`src/sv/ffc_pkg.sv`:
```
// ----------------------------------------------------------------------------
// ffc_pkg
// Shared types and op codes of the float format converter.
// ----------------------------------------------------------------------------
package ffc_pkg;

	typedef enum logic [2:0] {
		OP_H2F = 3'd0,
		OP_F2H = 3'd1,
		OP_B2F = 3'd2,
		OP_F2B = 3'd3,
		OP_Q2F = 3'd4,
		OP_F2Q = 3'd5
	} op_t;

	typedef struct packed {
		logic [2:0]  op;
		logic [31:0] value;
	} req_t;

	typedef struct packed {
		logic [31:0] result;
	} rsp_t;

endpackage

```
`src/sv/ffc_if.sv`:
```
// ----------------------------------------------------------------------------
// ffc_if
// Valid/ready channel carrying one payload item.
// ----------------------------------------------------------------------------
interface ffc_if #(parameter int W = 32);
	logic         valid;
	logic         ready;
	logic [W-1:0] data;
	modport source (output valid, output data, input ready);
	modport sink (input valid, input data, output ready);
endinterface

```
`src/sv/ffc_pipe.sv`:
```
// ----------------------------------------------------------------------------
// ffc_pipe
// Three-stage conversion datapath: decode, normalize/shift, assemble.
// ----------------------------------------------------------------------------
module ffc_pipe (
	input  logic        clk,
	input  logic        arst_n,
	input  logic        en,
	input  logic        in_valid,
	input  logic [2:0]  op,
	input  logic [31:0] value,
	output logic        out_valid,
	output logic [31:0] result
);

	// stage 1: field decode, leading-one position of narrow subnormals
	logic        v_s1;
	logic [2:0]  op_s1;
	logic [31:0] val_s1;
	logic [3:0]  lz_s1;
	logic [3:0]  lz;
	logic [9:0]  hm;

	always_comb begin
		hm = value[9:0];
		lz = 4'd0;
		if (op == ffc_pkg::OP_H2F) begin
			for (int i = 0; i < 10; i++)
				if (hm[i]) lz = 4'(10 - i);
		end else begin
			for (int i = 0; i < 3; i++)
				if (value[i]) lz = 4'(3 - i);
		end
	end

	always_ff @(posedge clk or negedge arst_n) begin
		if (!arst_n) v_s1 <= 1'b0;
		else if (en) v_s1 <= in_valid;
	end
	always_ff @(posedge clk) begin
		if (en) begin
			op_s1  <= op;
			val_s1 <= value;
			lz_s1  <= lz;
		end
	end

	// stage 2: mantissa shifts and bf16 rounding add
	logic        v_s2;
	logic [2:0]  op_s2;
	logic [31:0] val_s2;
	logic [3:0]  lz_s2;
	logic [10:0] hsub_s2;
	logic [23:0] fsh_s2;
	logic [31:0] bsum_s2;
	logic [7:0]  fe;
	logic [23:0] fsh;

	always_comb begin
		fe = val_s1[30:23];
		fsh = 24'd0;
		if (op_s1 == ffc_pkg::OP_F2H) begin
			if (fe >= 8'd103 && fe <= 8'd112)
				fsh = {1'b1, val_s1[22:0]} >> (8'd113 - fe);
		end else if (fe >= 8'd118 && fe <= 8'd120) begin
			fsh = {1'b1, val_s1[22:0]} >> (8'd121 - fe);
		end
	end

	always_ff @(posedge clk or negedge arst_n) begin
		if (!arst_n) v_s2 <= 1'b0;
		else if (en) v_s2 <= v_s1;
	end
	always_ff @(posedge clk) begin
		if (en) begin
			op_s2   <= op_s1;
			val_s2  <= val_s1;
			lz_s2   <= lz_s1;
			hsub_s2 <= {1'b0, val_s1[9:0]} << lz_s1;
			fsh_s2  <= fsh;
			bsum_s2 <= val_s1 + 32'h0000_7FFF + {31'd0, val_s1[16]};
		end
	end

	// stage 3: assemble
	logic        v_s3;
	logic [31:0] res_s3;
	logic [31:0] r;
	logic [7:0]  e8;
	logic [4:0]  he;
	logic [3:0]  qe;
	logic [2:0]  qsub;

	always_comb begin
		e8 = val_s2[30:23];
		he = val_s2[14:10];
		qe = val_s2[6:3];
		qsub = 3'(val_s2[2:0] << lz_s2);
		r = 32'd0;
		case (op_s2)
			ffc_pkg::OP_H2F: begin
				if (he == 5'd31)
					r = {val_s2[15], 8'hFF, val_s2[9:0], 13'd0};
				else if (he == 5'd0) begin
					if (val_s2[9:0] == 10'd0) r = {val_s2[15], 31'd0};
					else r = {val_s2[15], 8'(8'd113 - {4'd0, lz_s2}),
						hsub_s2[9:0], 13'd0};
				end else
					r = {val_s2[15], 8'({3'd0, he} + 8'd112), val_s2[9:0], 13'd0};
			end
			ffc_pkg::OP_F2H: begin
				if (e8 >= 8'd143) begin
					if (e8 == 8'hFF && val_s2[22:0] != 23'd0)
						r = {16'd0, val_s2[31], 15'h7E00};
					else r = {16'd0, val_s2[31], 15'h7C00};
				end else if (e8 >= 8'd113)
					r = {16'd0, val_s2[31], 5'(e8 - 8'd112), val_s2[22:13]};
				else if (e8 >= 8'd103)
					r = {16'd0, val_s2[31], 5'd0, fsh_s2[22:13]};
				else r = {16'd0, val_s2[31], 15'd0};
			end
			ffc_pkg::OP_B2F: r = {val_s2[15:0], 16'd0};
			ffc_pkg::OP_F2B: r = {16'd0, bsum_s2[31:16]};
			ffc_pkg::OP_Q2F: begin
				if (qe == 4'hF && val_s2[2:0] == 3'd7)
					r = {val_s2[7], 31'h7FC0_0000};
				else if (qe == 4'd0) begin
					if (val_s2[2:0] == 3'd0) r = {val_s2[7], 31'd0};
					else r = {val_s2[7], 8'(8'd121 - {4'd0, lz_s2}), qsub, 20'd0};
				end else
					r = {val_s2[7], 8'({4'd0, qe} + 8'd120), val_s2[2:0], 20'd0};
			end
			ffc_pkg::OP_F2Q: begin
				if (e8 > 8'd135)
					r = {24'd0, val_s2[31], 7'h7E};
				else if (e8 >= 8'd121) begin
					if (e8 == 8'd135 && val_s2[22:20] == 3'd7)
						r = {24'd0, val_s2[31], 7'h7E};
					else r = {24'd0, val_s2[31], 4'(e8 - 8'd120), val_s2[22:20]};
				end else if (e8 >= 8'd118)
					r = {24'd0, val_s2[31], 4'd0, fsh_s2[22:20]};
				else r = {24'd0, val_s2[31], 7'd0};
			end
			default: r = 32'd0;
		endcase
	end

	always_ff @(posedge clk or negedge arst_n) begin
		if (!arst_n) v_s3 <= 1'b0;
		else if (en) v_s3 <= v_s2;
	end
	always_ff @(posedge clk) begin
		if (en) res_s3 <= r;
	end

	assign out_valid = v_s3;
	assign result    = res_s3;

	a_b2f: assert property (@(posedge clk) disable iff (!arst_n)
		(en && v_s2 && op_s2 == ffc_pkg::OP_B2F) |=> res_s3[15:0] == 16'd0)
		else $error("bf16 widen low bits");
	a_narrow: assert property (@(posedge clk) disable iff (!arst_n)
		(en && v_s2 && (op_s2 == ffc_pkg::OP_F2H || op_s2 == ffc_pkg::OP_F2B))
		|=> res_s3[31:16] == 16'd0)
		else $error("narrow upper bits");
	a_vflow: assert property (@(posedge clk) disable iff (!arst_n)
		en |=> v_s3 == $past(v_s2))
		else $error("valid flow");

endmodule

```
`src/sv/float_format_converter_unit.sv`:
```
// ----------------------------------------------------------------------------
// float_format_converter_unit
// Converts between fp32 and fp16, bf16, fp8 E4M3 bit patterns.
// Pipeline: decode, shift and assemble stages.
// Throughput: one item per cycle; a stall at the output freezes all stages.
// Reset: arst_n clears the stage valid bits; payload registers are not reset.
// ----------------------------------------------------------------------------
module float_format_converter_unit (
	input  logic  clk,
	input  logic  arst_n,
	ffc_if.sink   in_ch,
	ffc_if.source out_ch
);

	ffc_pkg::req_t req;
	logic          en;
	logic          ov;
	logic [31:0]   res;

	assign req = ffc_pkg::req_t'(in_ch.data[34:0]);
	assign en  = out_ch.ready || !ov;
	assign in_ch.ready = en;

	ffc_pipe u_pipe (
		.clk       (clk),
		.arst_n    (arst_n),
		.en        (en),
		.in_valid  (in_ch.valid),
		.op        (req.op),
		.value     (req.value),
		.out_valid (ov),
		.result    (res)
	);

	assign out_ch.valid = ov;
	assign out_ch.data  = res;

	a_hold: assert property (@(posedge clk) disable iff (!arst_n)
		(out_ch.valid && !out_ch.ready) |=> out_ch.valid && $stable(out_ch.data))
		else $error("output not held");

endmodule

```
`src/flat_wrapper.sv`:
```
// flat-port wrapper written by rule: the top's interface ports become plain ports
module float_format_converter_unit_flat 
  (clk, arst_n, in_ch_valid, in_ch_data, in_ch_ready, out_ch_valid, out_ch_data, out_ch_ready);
  ffc_if #(.W($bits(ffc_pkg::req_t))) in_ch_i ();
  ffc_if #(.W($bits(ffc_pkg::rsp_t))) out_ch_i ();
  input  logic clk;
  input  logic arst_n;
  input wire logic [$bits(in_ch_i.valid)-1:0] in_ch_valid;
  input wire logic [$bits(in_ch_i.data)-1:0] in_ch_data;
  output wire logic [$bits(in_ch_i.ready)-1:0] in_ch_ready;
  output wire logic [$bits(out_ch_i.valid)-1:0] out_ch_valid;
  output wire logic [$bits(out_ch_i.data)-1:0] out_ch_data;
  input wire logic [$bits(out_ch_i.ready)-1:0] out_ch_ready;
  assign in_ch_i.valid = in_ch_valid;
  assign in_ch_i.data = in_ch_data;
  assign in_ch_ready = in_ch_i.ready;
  assign out_ch_valid = out_ch_i.valid;
  assign out_ch_data = out_ch_i.data;
  assign out_ch_i.ready = out_ch_ready;
  float_format_converter_unit u_core (.clk(clk), .arst_n(arst_n), .in_ch(in_ch_i), .out_ch(out_ch_i));
endmodule
```
`config.mk`:
```
export PLATFORM = sky130hd
export DESIGN_NAME = float_format_converter_unit_flat
export DESIGN_NICKNAME = d
export VERILOG_FILES = /design/src/sv/ffc_pkg.sv /design/src/sv/ffc_if.sv /design/src/sv/ffc_pipe.sv /design/src/sv/float_format_converter_unit.sv /design/src/flat_wrapper.sv
export SDC_FILE = /design/constraint.sdc
export NUM_CORES = 1
export LEC_CHECK = 0
export BUFFER_PORTS_ARGS = -buffer_cell sky130_fd_sc_hd__buf_2
export CORE_ASPECT_RATIO = 0.8
export CORE_UTILIZATION = 55
export DETAILED_ROUTE_END_ITERATION = 8
export PLACE_DENSITY = 0.73
export SLEW_MARGIN = 0
export SYNTH_ARGS = -nofsm -noshare
export SYNTH_HDL_FRONTEND = slang
export SYNTH_SLANG_ARGS = --single-unit
```
`constraint.sdc`:
```
create_clock -name clk -period 9.9 [get_ports clk]
set_input_delay 0 -clock clk [delete_from_list [all_inputs] [get_ports clk]]
set_output_delay 0 -clock clk [all_outputs]
set_load 0.1 [all_outputs]
```
==> load_flow_metrics.sql, run 1 <==
INSERT INTO impl_metrics (metric_group, metric, value, unit) VALUES
('routing', 'routed_wl', '16000', 'µm'),
('clock_network', 'library_cell_used_as_clock_root_buffer', 'sky130_fd_sc_hd__clkbuf_16', ''),
('routing', 'vias', '5187', ''),
('routing', 'drt_first_iter_violations', '788', ''),
('floorplanning', 'rows', '37', ''),
('finish', 'area_growth_syn_to_layout', '19.6', '%'),
('synth', 'post_synthesis_async_set_or_reset_flop_share', '2.01', '%'),
('finish', 'layout_commonest_cell', 'sky130_fd_sc_hd__edfxtp_1', ''),
('finish', 'diodes', '0', ''),
('global_route', 'globalRouteTotalUtil', '25.0', '%'),
('setup_path', 'critical_path_peak_fanout', '25', ''),
('sta', 'slew_viol_final', '0', ''),
('synth', 'total_standard_cell_area_after_synthesis', '7260', 'µm²'),
('synth', 'postSynthCellCount', '568', ''),
('setup_path', 'timing.critical_path.to_type', 'register', ''),
('power_and_ir_drop', 'power.leakage', '3.22', 'nW'),
('clock_network', 'path_clk_slew', '0.06', 'ns'),
('run', 'drv_cap', '0', ''),
('synth', 'postSynthRegisterBits', '149', ''),
('floorplanning', 'core', '12900', 'µm²'),
('global_route', 'grt_first_pass_wirelength', '25300', 'µm'),
('placed_design', 'post_dp_cell_area', '7720', 'µm²'),
('clock_network', 'cts_setup_buffers', '0', ''),
('status', 'result_of_the_run', 'completed', ''),
('power_and_ir_drop', 'post-layout-total-power', '2.24', 'mW'),
('global_route', 'initial_antenna_violation_count', '0', ''),
('routing', 'route.antenna.remaining_nets', '0', ''),
('sta', 'clock_skew', '0.00987', 'ns'),
('clock_network', 'tritoncts', 'built', ''),
('synth', 'yosys_most_used_dff', 'sky130_fd_sc_hd__edfxtp_1', ''),
('clock_network', 'tritoncts.num_buffers', '17', ''),
('placed_design', 'place_congestion', '0.922', ''),
('clock_network', 'worst_skew_pair.late_latency', '0.42', 'ns'),
('sta', 'slew_headroom', '32.1', '%'),
('setup_path', 'slowest_delay', '0.99', 'ns'),
('finish', 'layout.cell_area.non_filler', '8680', 'µm²'),
('routing', 'routed_wirelength_normalized_by_instance_count', '18.7', 'µm'),
('routing', 'detail_route.vias_per_cell', '6.05', ''),
('synth', 'synth.net_count', '611', ''),
('global_route', 'grt_start_max_net_pins', '84', ''),
('floorplanning', 'die_ar', '13700', 'µm²'),
('routing', 'drc_errors', '0', ''),
('clock_network', 'clockBufferDepth', '2', ''),
('routing', 'detail_route.first_pass.iterations', '7', ''),
('setup_path', 'data_arrival_at_the_endpoint_of_the_critical_path', '3.30', 'ns'),
('placed_design', 'number_of_port_buffers', '72', ''),
('sta', 'timing_hold_violations_final', '0', ''),
('setup_path', 'path_cells', 'inv_1, ha_1, mux4_2, mux2i_1, nor3_1, or3_1', ''),
('setup_path', 'path_class', 'reg -> reg', ''),
('setup_path', 'crit_path_top_delay_cell', 'sky130_fd_sc_hd__edfxtp_1', ''),
('synth', 'synthesis.yosys.warnings', '0', ''),
('sta', 'setup-tns-final', '0', 'ns'),
('sta', 'final_period_minus_worst_setup_slack', '3.14', 'ns'),
('global_route', 'globalRoute.totalOverflow', '0', ''),
('worst_hold_path', 'min_path_type', 'in -> reg', ''),
('floorplanning', 'die_width', '130', 'µm'),
('setup_path', 'worst-endpoint-required', '10.06', 'ns'),
('floorplanning', 'dieHeight', '105', 'µm'),
('finish', 'design.final.nets', '713', ''),
('sta', 'grt_setup_unrepaired', 'no', ''),
('setup_path', 'critical_path.startpoint_type', 'register', ''),
('sta', 'clock.fmax', '0.319', 'GHz'),
('finish', 'utilization', '67.5', '%'),
('sta', 'postLayoutSetupSlackWorst', '6.76', 'ns'),
('sta', 'worstMarginPinSlew', '1.02', 'ns'),
('placed_design', 'place_worst_setup_slack', '6.77', 'ns'),
('synth', 'synth_edf_count', '146', ''),
('sta', 'post-route-period-util', '31.7', '%'),
('synth', 'syn_area_per_cell', '12.8', 'µm²'),
('floorplanning', 'floorplan.initialDensity', '56.4', '%'),
('global_route', 'first_global_vias', '4772', '');
-- sequential cells by signal, indices dropped and copies added (netlist names) --
signal and count:
u_core.u_pipe.out_valid 1, u_core.u_pipe.bsum_s2 16, u_core.u_pipe.lz_s2 4, u_core.u_pipe.op_s1 3, u_core.u_pipe.hsub_s2 10, u_core.u_pipe.op_s2 3, u_core.u_pipe.fsh_s2 10, u_core.u_pipe.val_s2 32
u_core.u_pipe.v_s2 1, u_core.u_pipe.result 32, u_core.u_pipe.lz_s1 4, u_core.u_pipe.val_s1 32, u_core.u_pipe.v_s1 1
-- path summary, 6_finish.rpt --
kind / depth (start not counted) / slack [ns] / to / start
max: 6 / 6.76 / u_core.u_pipe.fsh_s2[14] / u_core.u_pipe.val_s1[24]
min in group asynchronous: 3 / 0.44 / u_core.u_pipe.v_s2 / arst_n
min: 2 / 0.28 / u_core.u_pipe.val_s1[15] / in_ch_data[15]
max in group asynchronous: 3 / 9.32 / u_core.u_pipe.v_s1 / arst_n
max reg2reg: 6 / 6.76 / u_core.u_pipe.fsh_s2[14] / u_core.u_pipe.val_s1[24]
min reg2reg: 0 / 0.45 / u_core.u_pipe.op_s2[0] / u_core.u_pipe.op_s1[0]
-- cell families after synthesis --
family | count (synthesis) | synth area share (%)
AO/OA/AOI/OAI | 125 | 12.8
XOR/XNOR | 20 | 2.41
adder cells (fa/ha/maj) | 4 | 0.689
buffers and inverters | 40 | 2.46
flip-flops | 149 | 61.4
multiplexers | 39 | 6.69
AND/OR/NAND/NOR | 191 | 13.6
-- stage by stage --
step | cells | hold WS, ns
floorplan | 568 | -0.296
global placement | 788 | -0.206
detailed placement | 788 | -0.204
CTS | 858 | 0.268
global route | 858 | 0.272
finish | 858 | 0.283
-- power by group --
group          switching, mW  internal (mW)
clock network          0.257          0.361
registers              0.130          0.867
logic                  0.463          0.159
-- worst max-delay path, delay by kind of cell (launching register included) --
family | cells | cell delay (ns)
AND/OR/NAND/NOR | 2 | 0.44
multiplexers | 2 | 0.60
adder cells (fa/ha/maj) | 1 | 0.68
flip-flops | 1 | 0.99
buffers and inverters | 1 | 0.16
-- layout make-up --
cell class,count,area [µm²]
clock inverters,13,126
inverters,11,41.3
clock buffers,19,453
well taps,175,219
repair buffers,112,756
multi-input cells,379,2630
flip-flops and latches,149,4460
fillers,956,4190
-- routing by layer --
metal / routed length, µm / part of all wire, % / GRT usage (%) / up-vias
li1: - / - / - / 2432
met1: 7490 / 47 / 37.7 / 2472
met2: 7160 / 45 / 36.3 / 264
met3: 1200 / 7.5 / 5.99 / 19
met4: 183 / 1.1 / 6.57 / 0
met5: 0 / 0 / 0 / -
-- cells in the mapped netlist (6+ instances only) --
| cell type | n | area [µm²] |
|---|---|---|
| sky130_fd_sc_hd__edfxtp_1 | 146 | 4380 |
| sky130_fd_sc_hd__nand2_1 | 53 | 199 |
| sky130_fd_sc_hd__nor2_1 | 36 | 135 |
| sky130_fd_sc_hd__mux2i_1 | 26 | 260 |
| sky130_fd_sc_hd__a21oi_1 | 24 | 120 |
| sky130_fd_sc_hd__clkbuf_1 | 20 | 75.1 |
| sky130_fd_sc_hd__nand3_1 | 16 | 80.1 |
| sky130_fd_sc_hd__nor3_1 | 16 | 80.1 |
| sky130_fd_sc_hd__xnor2_1 | 16 | 140 |
| sky130_fd_sc_hd__o21ai_0 | 14 | 70.1 |
| sky130_fd_sc_hd__a22oi_1 | 13 | 97.6 |
| sky130_fd_sc_hd__nor2b_1 | 12 | 75.1 |
| sky130_fd_sc_hd__nor4_1 | 12 | 75.1 |
| sky130_fd_sc_hd__inv_1 | 11 | 41.3 |
| sky130_fd_sc_hd__nand4_1 | 10 | 62.6 |
| sky130_fd_sc_hd__a221o_1 | 7 | 70.1 |
| sky130_fd_sc_hd__mux4_2 | 7 | 158 |
| sky130_fd_sc_hd__nand2b_1 | 7 | 43.8 |
| sky130_fd_sc_hd__o21ai_1 | 7 | 35.0 |
| sky130_fd_sc_hd__o221ai_1 | 7 | 61.3 |
| sky130_fd_sc_hd__a31oi_1 | 6 | 37.5 |
| sky130_fd_sc_hd__mux2_2 | 6 | 67.6 |
(Power assumes the default switching activity.)
==> inputs of run 2 (changes only) <==
--- a/config.mk
+++ b/config.mk
@@ -7,9 +7,9 @@
 export LEC_CHECK = 0
 export BUFFER_PORTS_ARGS = -buffer_cell sky130_fd_sc_hd__buf_2
 export CORE_ASPECT_RATIO = 0.8
-export CORE_UTILIZATION = 55
+export CORE_UTILIZATION = 53
 export DETAILED_ROUTE_END_ITERATION = 8
-export PLACE_DENSITY = 0.73
+export PLACE_DENSITY = 0.74
 export SLEW_MARGIN = 0
 export SYNTH_ARGS = -nofsm -noshare
 export SYNTH_HDL_FRONTEND = slang
==> constraint.sdc (replaced) <==
create_clock -name clk -period 2.6 [get_ports clk]
set_input_delay 0 -clock clk [delete_from_list [all_inputs] [get_ports clk]]
set_output_delay 0 -clock clk [all_outputs]
set_load 0.1 [all_outputs]
==> load_flow_metrics.sql, run 2 (synthesized netlist as in run 1, its figures left out) <==
INSERT INTO impl_metrics (metric_group, metric, value, unit) VALUES
('global_route', 'grt_start_max_net_pins', '49', ''),
('sta', 'final_period_minus_worst_setup_slack', '2.25', 'ns'),
('clock_network', 'path_clk_slew', '0.06', 'ns'),
('finish', 'area_growth_syn_to_layout', '21.9', '%'),
('routing', 'detail_route.first_pass.iterations', '6', ''),
('sta', 'clock.fmax', '0.444', 'GHz'),
('sta', 'clock_skew', '0.00941', 'ns'),
('placed_design', 'place_worst_setup_slack', '0.376', 'ns'),
('global_route', 'globalRouteTotalUtil', '25.9', '%'),
('floorplanning', 'floorplan.initialDensity', '55.4', '%'),
('global_route', 'first_global_vias', '4973', ''),
('finish', 'layout_commonest_cell', 'sky130_fd_sc_hd__edfxtp_1', ''),
('finish', 'diodes', '0', ''),
('setup_path', 'endpoint', 'u_core.u_pipe.result[4]', ''),
('floorplanning', 'dieHeight', '107', 'µm'),
('finish', 'design.final.nets', '727', ''),
('routing', 'drc_errors', '0', ''),
('worst_hold_path', 'min_path_type', 'in -> reg', ''),
('sta', 'slew_headroom', '56.5', '%'),
('placed_design', 'detailedPlacementHpwl', '11900', 'µm'),
('finish', 'num-fill-cells', '955', ''),
('floorplanning', 'die_ar', '14200', 'µm²'),
('clock_network', 'library_cell_used_as_clock_root_buffer', 'sky130_fd_sc_hd__clkbuf_16', ''),
('sta', 'post-route-period-util', '86.7', '%'),
('routing', 'drt_first_iter_violations', '699', ''),
('setup_path', 'critPathBufInv', '0', ''),
('setup_path', 'timing.reg2reg.worst_path_depth', '5', ''),
('sta', 'setup_viol', '0', ''),
('power_and_ir_drop', 'post-layout-total-power', '8.78', 'mW'),
('global_route', 'globalRoute.totalOverflow', '0', ''),
('sta', 'setup-tns-final', '0', 'ns'),
('sta', 'slew_viol_final', '0', ''),
('setup_path', 'critical_path_peak_fanout', '7', ''),
('power_and_ir_drop', 'power-per-cell-area', '993', 'nW/µm²'),
('floorplanning', 'die_width', '133', 'µm'),
('floorplanning', 'core', '13100', 'µm²'),
('sta', 'grt_setup_unrepaired', 'no', ''),
('setup_path', 'cp.depth', '5', ''),
('power_and_ir_drop', 'worst_ir_drop_vdd', '0.000684', 'V'),
('clock_network', 'tritoncts.num_buffers', '17', ''),
('clock_network', 'postCtsResizedCells', '0', ''),
('power_and_ir_drop', 'power.leakage', '3.33', 'nW'),
('finish', 'utilization', '67.5', '%'),
('status', 'result_of_the_run', 'completed', ''),
('setup_path', 'worst_r2r_startpoint', 'u_core.u_pipe.val_s2[24]', ''),
('clock_network', 'depth_of_the_cts_h_tree', '4', ''),
('clock_network', 'clkSinkCount', '149', ''),
('finish', 'most_used_cells_in_the_layout_excluding_fill_and_tap_cells', '146 x sky130_fd_sc_hd__edfxtp_1, 72 x sky130_fd_sc_hd__buf_2, 53 x sky130_fd_sc_hd__nand2_1', ''),
('setup_path', 'timing.critical_path.from', 'u_core.u_pipe.val_s2[24]', ''),
('routing', 'route.antenna.remaining_nets', '0', ''),
('placed_design', 'number_of_port_buffers', '72', ''),
('clock_network', 'clockBufferDepth', '2', ''),
('routing', 'routed_wl', '17300', 'µm'),
('global_route', 'grt_first_pass_wirelength', '27300', 'µm'),
('floorplanning', 'rows', '37', ''),
('setup_path', 'data_arrival_at_the_endpoint_of_the_critical_path', '2.54', 'ns'),
('sta', 'postLayoutSetupSlackWorst', '0.346', 'ns'),
('setup_path', 'timing.critical_path.to_type', 'register', ''),
('setup_path', 'slowest_delay', '0.51', 'ns'),
('sta', 'worstMarginPinSlew', '0.653', 'ns'),
('clock_network', 'worst_skew_pair.late_latency', '0.43', 'ns'),
('setup_path', 'crit_path_top_delay_cell', 'sky130_fd_sc_hd__a2111o_1', ''),
('global_route', 'initial_antenna_violation_count', '0', ''),
('run', 'drv_cap', '0', ''),
('setup_path', 'path_class', 'reg -> reg', ''),
('setup_path', 'critical_path.top_delay_family', 'compound AO/OA/AOI/OAI gates', ''),
('routing', 'vias', '5287', ''),
('finish', 'drive_gt1_share', '20.8', '%'),
('setup_path', 'reg2reg_slack', '0.35', 'ns'),
('placed_design', 'place_congestion', '0.935', ''),
('floorplanning', 'io_pins', '73', ''),
('setup_path', 'worst-endpoint-required', '2.89', 'ns'),
('setup_path', 'regToRegEndpoint', 'u_core.u_pipe.result[4]', ''),
('setup_path', 'critical_path.startpoint_type', 'register', ''),
('routing', 'detail_route.vias_per_cell', '6.06', ''),
('setup_path', 'path_cells', 'and3_1, a2111o_1, mux2_2, nor2_1, a221o_1', ''),
('routing', 'routed_wirelength_normalized_by_instance_count', '19.8', 'µm'),
('sta', 'timing_hold_violations_final', '0', ''),
('clock_network', 'tritoncts', 'built', '');
[run 2: per-stage QoR]
stage | instance area (µm²) | std cells | hold WS, ns
after global routing | 8850 | 872 | 0.268
final | 8850 | 872 | 0.277
after CTS | 8850 | 872 | 0.266
after floorplan | 7270 | 568 | -0.296
after detailed placement | 7860 | 802 | -0.201
after global placement | 7860 | 802 | -0.206
[run 2: how the worst min path moves through the flow]
| stage | from | endpoint | slack, ns | depth (start not counted) |
|---|---|---|---|---|
| floorplan | arst_n | u_core.u_pipe.out_valid | -0.30 | 0 |
| global placement | arst_n | u_core.u_pipe.v_s1 | -0.21 | 1 |
| detailed placement | arst_n | u_core.u_pipe.v_s1 | -0.20 | 1 |
| CTS | in_ch_data[21] | u_core.u_pipe.val_s1[21] | 0.27 | 2 |
| global route | in_ch_data[13] | u_core.u_pipe.val_s1[13] | 0.27 | 2 |
| finish | in_ch_data[13] | u_core.u_pipe.val_s1[13] | 0.28 | 2 |
[run 2: metal layers]
metal  wire length [µm]  part of all wire, %  global-route usage (%)  vias to the layer above
met2               7790                   45                    39.2                      288
met5                  0                    0                       0                        -
met3               1710                  9.9                    6.38                       31
met1               7520                   44                    36.7                     2504
li1                   -                    -                       -                     2464
met4                243                  1.4                    8.21                        0
[run 2: final cells by class]
type	count	area [µm²]	area share [%]
Multi-Input combinational cell	379	2630	29.7
Clock buffer	17	425	4.81
Inverter	11	41.3	0.467
Sequential cell	149	4460	50.4
Tap cell	175	219	2.47
Clock inverter	15	188	2.12
Timing Repair Buffer	126	886	10.0
[run 2: what timing repair did]
item                                    4_1_cts  5_1_grt
hold buffers                                 38        0
endpoints found under the hold margin        42        0
buffers inserted                              0        0
endpoints found under the setup margin        0        0
[run 2: power breakdown]
part           switching (mW)  internal, mW
Clock                   0.935          1.59
Combinational            1.83         0.657
Sequential              0.477          3.30
Total                    3.24          5.54
==> inputs of run 3 (changes only) <==
--- a/config.mk
+++ b/config.mk
@@ -5,11 +5,12 @@
 export SDC_FILE = /design/constraint.sdc
 export NUM_CORES = 1
 export LEC_CHECK = 0
+export ABC_AREA = 1
 export BUFFER_PORTS_ARGS = -buffer_cell sky130_fd_sc_hd__buf_2
 export CORE_ASPECT_RATIO = 0.8
-export CORE_UTILIZATION = 53
+export CORE_UTILIZATION = 54
 export DETAILED_ROUTE_END_ITERATION = 8
-export PLACE_DENSITY = 0.74
+export PLACE_DENSITY = 0.75
 export SLEW_MARGIN = 0
 export SYNTH_ARGS = -nofsm -noshare
 export SYNTH_HDL_FRONTEND = slang
==> load_flow_metrics.sql, run 3 <==
INSERT INTO impl_metrics (metric_group, metric, value, unit) VALUES
('sta', 'clock.fmax', '0.433', 'GHz'),
('power_and_ir_drop', 'worst_ir_drop_vdd', '0.00106', 'V'),
('routing', 'detail_route.vias_per_cell', '5.56', ''),
('routing', 'drt_first_iter_violations', '900', ''),
('synth', 'post_synthesis_async_set_or_reset_flop_share', '2.01', '%'),
('clock_network', 'depth_of_the_cts_h_tree', '4', ''),
('clock_network', 'tritoncts.num_buffers', '17', ''),
('sta', 'final_period_minus_worst_setup_slack', '2.31', 'ns'),
('global_route', 'first_global_vias', '5693', ''),
('global_route', 'grt_first_pass_wirelength', '30200', 'µm'),
('global_route', 'globalRouteTotalUtil', '27.8', '%'),
('sta', 'grt_setup_unrepaired', 'no', ''),
('sta', 'timing_hold_violations_final', '0', ''),
('synth', 'yosys_most_used_dff', 'sky130_fd_sc_hd__edfxtp_1', ''),
('synth', 'postSynthRegisterBits', '149', ''),
('power_and_ir_drop', 'power.leakage', '3.89', 'nW'),
('clock_network', 'path_clk_slew', '0.06', 'ns'),
('setup_path', 'critical_path_peak_fanout', '7', ''),
('floorplanning', 'die_width', '134', 'µm'),
('sta', 'slew_viol_final', '0', ''),
('sta', 'worstMarginPinSlew', '0.620', 'ns'),
('power_and_ir_drop', 'power-per-cell-area', '975', 'nW/µm²'),
('routing', 'vias', '6174', ''),
('synth', 'synth.top_cells.by_area', 'sky130_fd_sc_hd__edfxtp_1 58%, sky130_fd_sc_hd__nand2_1 9.5%, sky130_fd_sc_hd__o21ai_0 5.0%, sky130_fd_sc_hd__nand3_1 4.5%, sky130_fd_sc_hd__inv_1 4.3%', ''),
('placed_design', 'place_worst_setup_slack', '0.340', 'ns'),
('setup_path', 'timing.reg2reg.worst_path_depth', '8', ''),
('routing', 'detail_route.first_pass.iterations', '9', ''),
('finish', 'layout_commonest_cell', 'sky130_fd_sc_hd__nand2_1', ''),
('clock_network', 'ctsHoldBuffers', '38', ''),
('floorplanning', 'io_pins', '73', ''),
('synth', 'synth.net_count', '831', ''),
('synth', 'synthDominantAreaCellType', 'sky130_fd_sc_hd__edfxtp_1', ''),
('power_and_ir_drop', 'post-layout-total-power', '8.97', 'mW'),
('routing', 'routed_wl', '18800', 'µm'),
('sta', 'post-route-period-util', '88.9', '%'),
('status', 'result_of_the_run', 'completed', ''),
('clock_network', 'clockBufferDepth', '2', ''),
('finish', 'layout.cell_area.non_filler', '9190', 'µm²'),
('finish', 'num-fill-cells', '1089', ''),
('synth', 'synth.yosys.seq_area_share', '59.3', '%'),
('worst_hold_path', 'worstHoldPathCells', '2', ''),
('worst_hold_path', 'min_path_type', 'in -> reg', ''),
('synth', 'synth_edf_count', '146', ''),
('placed_design', 'detailedPlacementHpwl', '13300', 'µm'),
('synth', 'synth_cell_types', '43', ''),
('routing', 'route.antenna.remaining_nets', '0', ''),
('sta', 'setup-tns-final', '0', 'ns'),
('global_route', 'globalRoute.totalOverflow', '0', ''),
('synth', 'total_standard_cell_area_after_synthesis', '7520', 'µm²'),
('synth', 'synth.top_cell.area_share', '58.3', '%'),
('finish', 'diodes', '0', ''),
('setup_path', 'worst-endpoint-required', '2.75', 'ns'),
('floorplanning', 'floorplan.initialDensity', '55.3', '%'),
('sta', 'setup_viol', '0', ''),
('clock_network', 'worst_skew_pair.late_latency', '0.42', 'ns'),
('run', 'drv_cap', '0', ''),
('routing', 'routed_wirelength_normalized_by_instance_count', '16.9', 'µm'),
('floorplanning', 'dieHeight', '108', 'µm'),
('finish', 'area_growth_syn_to_layout', '22.2', '%'),
('placed_design', 'place_congestion', '0.970', ''),
('setup_path', 'data_arrival_at_the_endpoint_of_the_critical_path', '2.47', 'ns'),
('global_route', 'initial_antenna_violation_count', '0', ''),
('setup_path', 'path_class', 'reg -> reg', ''),
('synth', 'synth_common_cells', '190 x sky130_fd_sc_hd__nand2_1, 146 x sky130_fd_sc_hd__edfxtp_1, 87 x sky130_fd_sc_hd__inv_1, 75 x sky130_fd_sc_hd__o21ai_0, 68 x sky130_fd_sc_hd__nand3_1', ''),
('floorplanning', 'core', '13600', 'µm²'),
('synth', 'syn_area_per_cell', '9.55', 'µm²'),
('clock_network', 'cts_setup_buffers', '0', ''),
('routing', 'drc_errors', '0', ''),
('finish', 'final_cell_count_no_fill', '1111', ''),
('sta', 'slew_headroom', '58.3', '%'),
('clock_network', 'library_cell_used_as_clock_root_buffer', 'sky130_fd_sc_hd__clkbuf_16', ''),
('sta', 'clock_skew', '0.0116', 'ns'),
('clock_network', 'postCtsResizedCells', '0', ''),
('global_route', 'grt_start_max_net_pins', '80', ''),
('finish', 'most_used_cells_in_the_layout_excluding_fill_and_tap_cells', '189 x sky130_fd_sc_hd__nand2_1, 146 x sky130_fd_sc_hd__edfxtp_1, 87 x sky130_fd_sc_hd__inv_1', ''),
('synth', 'postSynthCellCount', '788', ''),
('setup_path', 'critical_path.startpoint_type', 'register', ''),
('placed_design', 'number_of_port_buffers', '72', ''),
('placed_design', 'placedCellCount', '1041', ''),
('clock_network', 'tritoncts', 'built', ''),
('clock_network', 'clkSinkCount', '149', ''),
('floorplanning', 'rows', '38', ''),
('floorplanning', 'die_ar', '14400', 'µm²'),
('finish', 'design.final.nets', '961', ''),
('sta', 'postLayoutSetupSlackWorst', '0.288', 'ns'),
('placed_design', 'post_dp_cell_area', '8190', 'µm²'),
('finish', 'drive_gt1_share', '16.6', '%'),
('synth', 'synth.most_common_cell', 'sky130_fd_sc_hd__nand2_1', ''),
('synth', 'synthesis.yosys.warnings', '0', ''),
('setup_path', 'timing.critical_path.to_type', 'register', '');
[run 3: cell types whose count changed after synthesis, sizes merged, moves of 10 or more]
cell    previous run  this run
nand3             16        72
clkbuf            20         5
inv               11        92
nor2b             13         0
a22oi             13         3
o21ai             21        77
xnor2             16         0
nor2              36        65
nand2             53       195
mux2i             26         4
[run 3: area by class of cell]
cell class	instances	area, µm²	share of cell area, %
flip-flops and latches	149	4460	48.5
repair buffers	128	901	9.80
clock buffers	17	425	4.63
clock inverters	15	195	2.12
multi-input cells	528	2640	28.7
well taps	180	225	2.45
inverters	94	353	3.84
[run 3: layer usage]
metal | wire (µm) | track usage (%)
met1 | 8820 | 41.0
met2 | 8030 | 40.1
met3 | 1810 | 8.76
met4 | 147 | 6.17
met5 | 0 | 0
[run 3: path summary, 6_finish.rpt]
check                                         from                        to  slack [ns]
setup / recovery           u_core.u_pipe.val_s2[6]  u_core.u_pipe.result[29]        0.29
hold / removal                      in_ch_data[30]  u_core.u_pipe.val_s1[30]        0.29
setup reg to reg           u_core.u_pipe.val_s2[6]  u_core.u_pipe.result[29]        0.29
hold reg to reg             u_core.u_pipe.op_s1[0]    u_core.u_pipe.op_s2[0]        0.45
max in group asynchronous                   arst_n        u_core.u_pipe.v_s1        2.00
min in group asynchronous                   arst_n   u_core.u_pipe.out_valid        0.45
[run 3: logic make-up (layout without fill, tap and decap cells)]
group | count (synthesis) | after routing | synth area share, %
compound gates | 136 | 136 | 10.0
xor+xnor | 10 | 10 | 1.16
fa+ha+maj | 4 | 4 | 0.665
buf+inv | 111 | 254 | 5.90
flops | 149 | 149 | 59.3
mux | 5 | 5 | 0.682
simple gates | 373 | 373 | 22.3
[run 3: power breakdown]
part	internal, mW	switching (mW)
registers	3.30	0.355
clock network	1.54	1.04
logic	0.566	2.16
total	5.41	3.56
[run 3: worst max-delay path, cell delays in order, from the launching register on]
cell and delay (ns):
sky130_fd_sc_hd__edfxtp_1 0.50, sky130_fd_sc_hd__inv_2 0.12, sky130_fd_sc_hd__nand4_1 0.29, sky130_fd_sc_hd__nor2_2 0.24, sky130_fd_sc_hd__nand4_1 0.29, sky130_fd_sc_hd__o21ai_0 0.37, sky130_fd_sc_hd__nand2_1 0.09, sky130_fd_sc_hd__inv_1 0.07
sky130_fd_sc_hd__o21ai_0 0.08
[run 3: per-stage QoR]
| step | hold slack [ns] | utilization [%] |
|---|---|---|
| after floorplan | -0.296 | - |
| after global placement | -0.201 | 60.3 |
| after detailed placement | -0.203 | 60.3 |
| after CTS | 0.269 | 67.6 |
| after global routing | 0.271 | 67.6 |
| final | 0.288 | 67.6 |
